--- config.mk ---
export PLATFORM = sky130hd
export DESIGN_NAME = vbi_front
export DESIGN_NICKNAME = d
export VERILOG_FILES = /design/src/hdl/vbi_pkg.sv /design/src/hdl/vbi_front.sv
export SDC_FILE = /design/constraint.sdc
export NUM_CORES = 1
export LEC_CHECK = 0
export ABC_CLOCK_PERIOD_IN_PS = 10950
export BUFFER_PORTS_ARGS = -buffer_cell sky130_fd_sc_hd__buf_2
export CAP_MARGIN = 20
export CORE_ASPECT_RATIO = 0.6
export CORE_UTILIZATION = 55
export CTS_BUF_LIST = sky130_fd_sc_hd__clkbuf_4 sky130_fd_sc_hd__clkbuf_8 sky130_fd_sc_hd__clkbuf_16
export DETAILED_ROUTE_END_ITERATION = 7
export PLACE_DENSITY = 0.83
export SLEW_MARGIN = 20
export SYNTH_ARGS = -nofsm -noshare
export SYNTH_HDL_FRONTEND = slang
export SYNTH_SLANG_ARGS = --single-unit
--- constraint.sdc ---
create_clock -name clk -period 10.95 [get_ports clk]
set_input_delay 0.5475 -clock clk [delete_from_list [all_inputs] [get_ports clk]]
set_output_delay 0.5475 -clock clk [all_outputs]
set_load 0.005 [all_outputs]
--- src/hdl/vbi_pkg.sv ---
`default_nettype none
package vbi_pkg;

  localparam int unsigned QUEUE_DEPTH = 2;

  localparam logic [2:0] KIND_FORCE          = 3'd0;
  localparam logic [2:0] KIND_IMPULSE        = 3'd1;
  localparam logic [2:0] KIND_TORQUE_FORCE   = 3'd2;
  localparam logic [2:0] KIND_TORQUE_IMPULSE = 3'd3;
  localparam logic [2:0] KIND_TICK           = 3'd4;
  localparam logic [2:0] KIND_MOVE           = 3'd5;
  localparam logic [2:0] KIND_TELEPORT       = 3'd6;

  localparam logic [2:0] OP_LIN      = 3'd0;
  localparam logic [2:0] OP_ANG      = 3'd1;
  localparam logic [2:0] OP_TICK     = 3'd2;
  localparam logic [2:0] OP_MOVE     = 3'd3;
  localparam logic [2:0] OP_TELEPORT = 3'd4;

  localparam logic [1:0] REG_INVERSE_MASS     = 2'd0;
  localparam logic [1:0] REG_MAX_ANGULAR_STEP = 2'd1;
  localparam logic [1:0] REG_PHYSICS_ENABLED  = 2'd2;

  localparam logic [24:0] DEG360 = 25'd23592960;
  localparam logic [24:0] DEG180 = 25'd11796480;
  localparam logic [16:0] ONE_SECOND = 17'd65536;
  localparam logic [16:0] STILL_MAX = 17'd131071;
  localparam logic [25:0] RECIP_MASS_RESET = 26'd65536;

  typedef struct packed {
    logic [2:0]         op;
    logic signed [31:0] vx;
    logic signed [31:0] vy;
    logic [15:0]        dt;
  } item_t;

  typedef struct packed {
    logic [25:0] recip_mass;
    logic [24:0] max_step;
    logic        enabled;
  } cfg_t;

  function automatic logic signed [31:0] sat32(input logic signed [65:0] v);
    logic signed [31:0] r;
    if (v > 66'sd2147483647) r = 32'sh7fffffff;
    else if (v < -66'sd2147483648) r = 32'sh80000000;
    else r = v[31:0];
    return r;
  endfunction

endpackage
`default_nettype wire

--- src/hdl/vbi_front.sv ---
`default_nettype none
module vbi_front import vbi_pkg::*; #(
  parameter int unsigned DEPTH = QUEUE_DEPTH
) (
  input  wire logic        clk,
  input  wire logic        rst_n,
  input  wire logic        in_tvalid,
  output logic             in_tready,
  input  wire logic [79:0] in_tdata,
  input  wire logic [2:0]  in_tuser,
  output logic             q_valid,
  output item_t            q_item,
  input  wire logic        q_pop
);

  localparam int unsigned PW = (DEPTH > 1) ? $clog2(DEPTH) : 1;
  localparam int unsigned CW = $clog2(DEPTH + 1);

  item_t          mem_r [DEPTH];
  logic [PW-1:0]  wr_ptr_r, wr_ptr_nxt, rd_ptr_r, rd_ptr_nxt;
  logic [CW-1:0]  count_r, count_nxt;
  item_t          item;
  logic           keep, push, pop;

  always_comb begin
    keep = 1'b1;
    item.vx = $signed(in_tdata[31:0]);
    item.vy = $signed(in_tdata[63:32]);
    item.dt = in_tdata[79:64];
    item.op = OP_LIN;
    unique case (in_tuser)
      KIND_FORCE, KIND_IMPULSE: item.op = OP_LIN;
      KIND_TORQUE_FORCE, KIND_TORQUE_IMPULSE: item.op = OP_ANG;
      KIND_TICK: item.op = OP_TICK;
      KIND_MOVE: item.op = OP_MOVE;
      KIND_TELEPORT: item.op = OP_TELEPORT;
      default: keep = 1'b0;
    endcase
  end

  assign in_tready = (count_r != CW'(DEPTH));
  assign push = in_tvalid && in_tready && keep;
  assign q_valid = (count_r != '0);
  assign pop = q_pop && q_valid;
  assign q_item = mem_r[rd_ptr_r];

  always_comb begin
    wr_ptr_nxt = wr_ptr_r;
    rd_ptr_nxt = rd_ptr_r;
    count_nxt = count_r;
    if (push) wr_ptr_nxt = (wr_ptr_r == PW'(DEPTH - 1)) ? '0 : wr_ptr_r + 1'b1;
    if (pop) rd_ptr_nxt = (rd_ptr_r == PW'(DEPTH - 1)) ? '0 : rd_ptr_r + 1'b1;
    if (push && !pop) count_nxt = count_r + 1'b1;
    else if (pop && !push) count_nxt = count_r - 1'b1;
  end

  always_ff @(posedge clk) begin
    if (!rst_n) begin
      wr_ptr_r <= '0;
      rd_ptr_r <= '0;
      count_r <= '0;
    end else begin
      wr_ptr_r <= wr_ptr_nxt;
      rd_ptr_r <= rd_ptr_nxt;
      count_r <= count_nxt;
    end
  end

  always_ff @(posedge clk) begin
    if (push) mem_r[wr_ptr_r] <= item;
  end

endmodule
`default_nettype wire

==> out/qor.txt <==
status: finished clean
min-delay src: in_tdata[3]
R2R depth: 4
syn avg cell area: 21.7 sq um
Die ar.: 11800 sq um
later-pin clock latency in the skew report: 0.41 ns
CORE AREA: 10800 sq um
post-CTS setup buffer count: 0
final std cells w/o fill: 624
Synth area leaders: edfxtp_1, mux2_2, dfxtp_1
vias in the first global route: 3369
worst path required time: 10.99 ns
stages on the worst setup path: 4
Area Overhead vs Synth: 25.2%
most frequent cells in the layout: buf_2, edfxtp_1, mux2_2, clkbuf_16, clkinvlp_4
CTS Buf Count: 17
Synth Cell Area: 6250 sq um
setup tns final: 0 ns
routed len/inst: 17.6 um
diode count: 0
Netlist cell types: 21
largest net degree at the start of global routing: 84
total number of vias: 3246
skew final: 0.00982 ns
Final setup viols: 0
Hold EP: mem_r[1][51]$_DFFE_PP_
fin crit share: 0.250
Clock Sinks: 171
critical path type: reg -> reg
Max Fclk: 0.366 GHz
FF-to-FF setup slack: 8.22 ns
Worst setup SP type: flip-flop
max_cap viols: 0
Final Power: 1.79 mW
layout cells sized above 1: 0.598
Worst Hold Path Cells: 1
Filler cells: 672
warnings from Yosys: 0
initial antenna violation count: 0
DRT Pass-1 Iters: 4
CTS tree: done
final setup margin: 8.22 ns
unrepaired setup endpoints after global routing: no
Worst Path Arrival: 2.77 ns
IO Pins: 172
number of nets in the layout: 560
initial drt markers: 158
remaining global-route overflow: 0
placed cells: 590
Slew Limit Fails: 0
P_leak: 2.91 nW
I/O Buffers: 171
HP Class: in -> reg
DP HPWL: 7130 um
H-tree depth: 4
Final ANT Viol Nets: 0
CP endpoint kind: flip-flop
hold-fix buffers at CTS: 0
Worst R2R Start: count_r[0]$_SDFFE_PN0P_
synthesis-stage register bit count: 171
# DRC: 0
largest fanout on the critical path: 52
post-synthesis sequential area ratio: 0.814
CP max stage cell: nor2b_4
Power Dens Cells: 228 nW/um^2
Hold WS: 0.318 ns
Clk Tree Root Cell: clkbuf_16
minimum clock period: 2.73 ns
Yosys top cell area share: 0.798
Mapped Cells: 288
PostCTS Resize Cnt: 0
Net Count, Synth: 376
Slew @ Worst Pin: 0.945 ns
Max Root-Sink Buffers: 2
Final Hold Fails: 0
routed wire length: 11000 um
die height: 84.6 um
CP Buf/Inv Count: 1
global-route wire length before repair: 17000 um
area leader, netlist: edfxtp_1
gpl congestion: 0.725
VDD IR-drop max: 0.000155 V
Initial Util: 0.578
critical path, cell by cell: nand2b_1 -> and3_1 -> nor2b_4 -> buf_4
Total GRT Usage: 0.198
Die Wd: 140 um
CP top delay family: simple AND/OR/NAND/NOR gates
reg2reg end: mem_r[0][58]$_DFFE_PP_
pre-CTS setup slack: 7.95 ns
Slew headroom: 0.369
Worst-path clk slew: 0.07 ns
num rows: 29
Crit path largest cell delay: 0.81 ns
commonest non-fill, non-tap cell in the layout: buf_2
via/cell ratio: 5.20
==> state kept, by name (all words and copies together), names as in the netlist, named ones only <==
register  flops
count_r       2
mem_r       166
wr_ptr_r      1
rd_ptr_r      1
==> worst register-to-register path: stages (launching register included) <==
cell,delay [ns]
dfxtp_1,0.42
nand2b_1,0.14
and3_1,0.25
nor2b_4,0.81
buf_4,0.68
==> worst max path at each step <==
stage | startpoint | to | slack (ns)
2_1_floorplan | in_tuser[2] | mem_r[0][0]$_DFFE_PP_ | 5.91
3_3_place_gp | in_tuser[2] | mem_r[0][20]$_DFFE_PP_ | 8.01
3_5_place_dp | in_tuser[2] | mem_r[0][24]$_DFFE_PP_ | 7.95
4_1_cts | count_r[0]$_SDFFE_PN0P_ | mem_r[0][67]$_DFFE_PP_ | 8.18
5_1_grt | count_r[0]$_SDFFE_PN0P_ | mem_r[0][1]$_DFFE_PP_ | 7.99
6_report | count_r[0]$_SDFFE_PN0P_ | mem_r[0][58]$_DFFE_PP_ | 8.22
==> synth_stat cells <==
cell type and count:
xor2_1 1, and2_1 4, mux2_2 83, or3_1 1, nand2_1 3, o21ai_1 1, dfxtp_1 5, buf_2 2
edfxtp_1 166, mux2i_1 2, nor2b_1 2, nand2b_1 2, nor2_1 1, ha_1 1, a21boi_1 1, buf_4 7
o21ai_0 1, xnor2_1 2, and3_1 1, or2_2 1, nand3_1 1
==> power breakdown <==
part	total (mW)	internal, mW	switching, mW
Sequential	0.861	0.821	0.0400
Combinational	0.386	0.212	0.174
Clock	0.540	0.293	0.247
Total	1.79	1.33	0.460
==> layer usage <==
layer  vias up  routed length, um  track usage
li1       1509                  -            -
met1      1599               4810        0.261
met2       130               5180        0.305
met3         8                947       0.0799
met4         0                 76       0.0629
met5         -                  0            0
==> area by class of cell <==
class	count	area (sq um)	share of cell area
Tap cell	139	174	0.0222
Clock inverter	15	115	0.0147
Multi-Input combinational cell	108	1110	0.142
Clock buffer	17	425	0.0544
Sequential cell	171	5090	0.650
Timing Repair Buffer	174	911	0.116
==> per-stage QoR <==
| stage | utilization | instance area (sq um) |
|---|---|---|
| floorplan | - | 6250 |
| global placement | 0.669 | 7240 |
| detailed placement | 0.669 | 7240 |
| CTS | 0.719 | 7780 |
| global route | 0.724 | 7820 |
| finish | 0.724 | 7820 |
==> cell families (layout without fill, tap and decap cells) <==
| family | Yosys count | after routing | share of synthesized area |
|---|---|---|---|
| buffers and inverters | 9 | 206 | 0.0100 |
| DFF | 171 | 171 | 0.814 |
| muxes | 85 | 85 | 0.153 |
| and+or+nand+nor | 16 | 16 | 0.0142 |
| AOI/OAI and AO/OA | 3 | 3 | 0.00280 |
| xor gates and xnor gates | 3 | 3 | 0.00421 |
| adders and majority gates | 1 | 1 | 0.00200 |
Note: power is estimated with default switching activity, not from simulation.
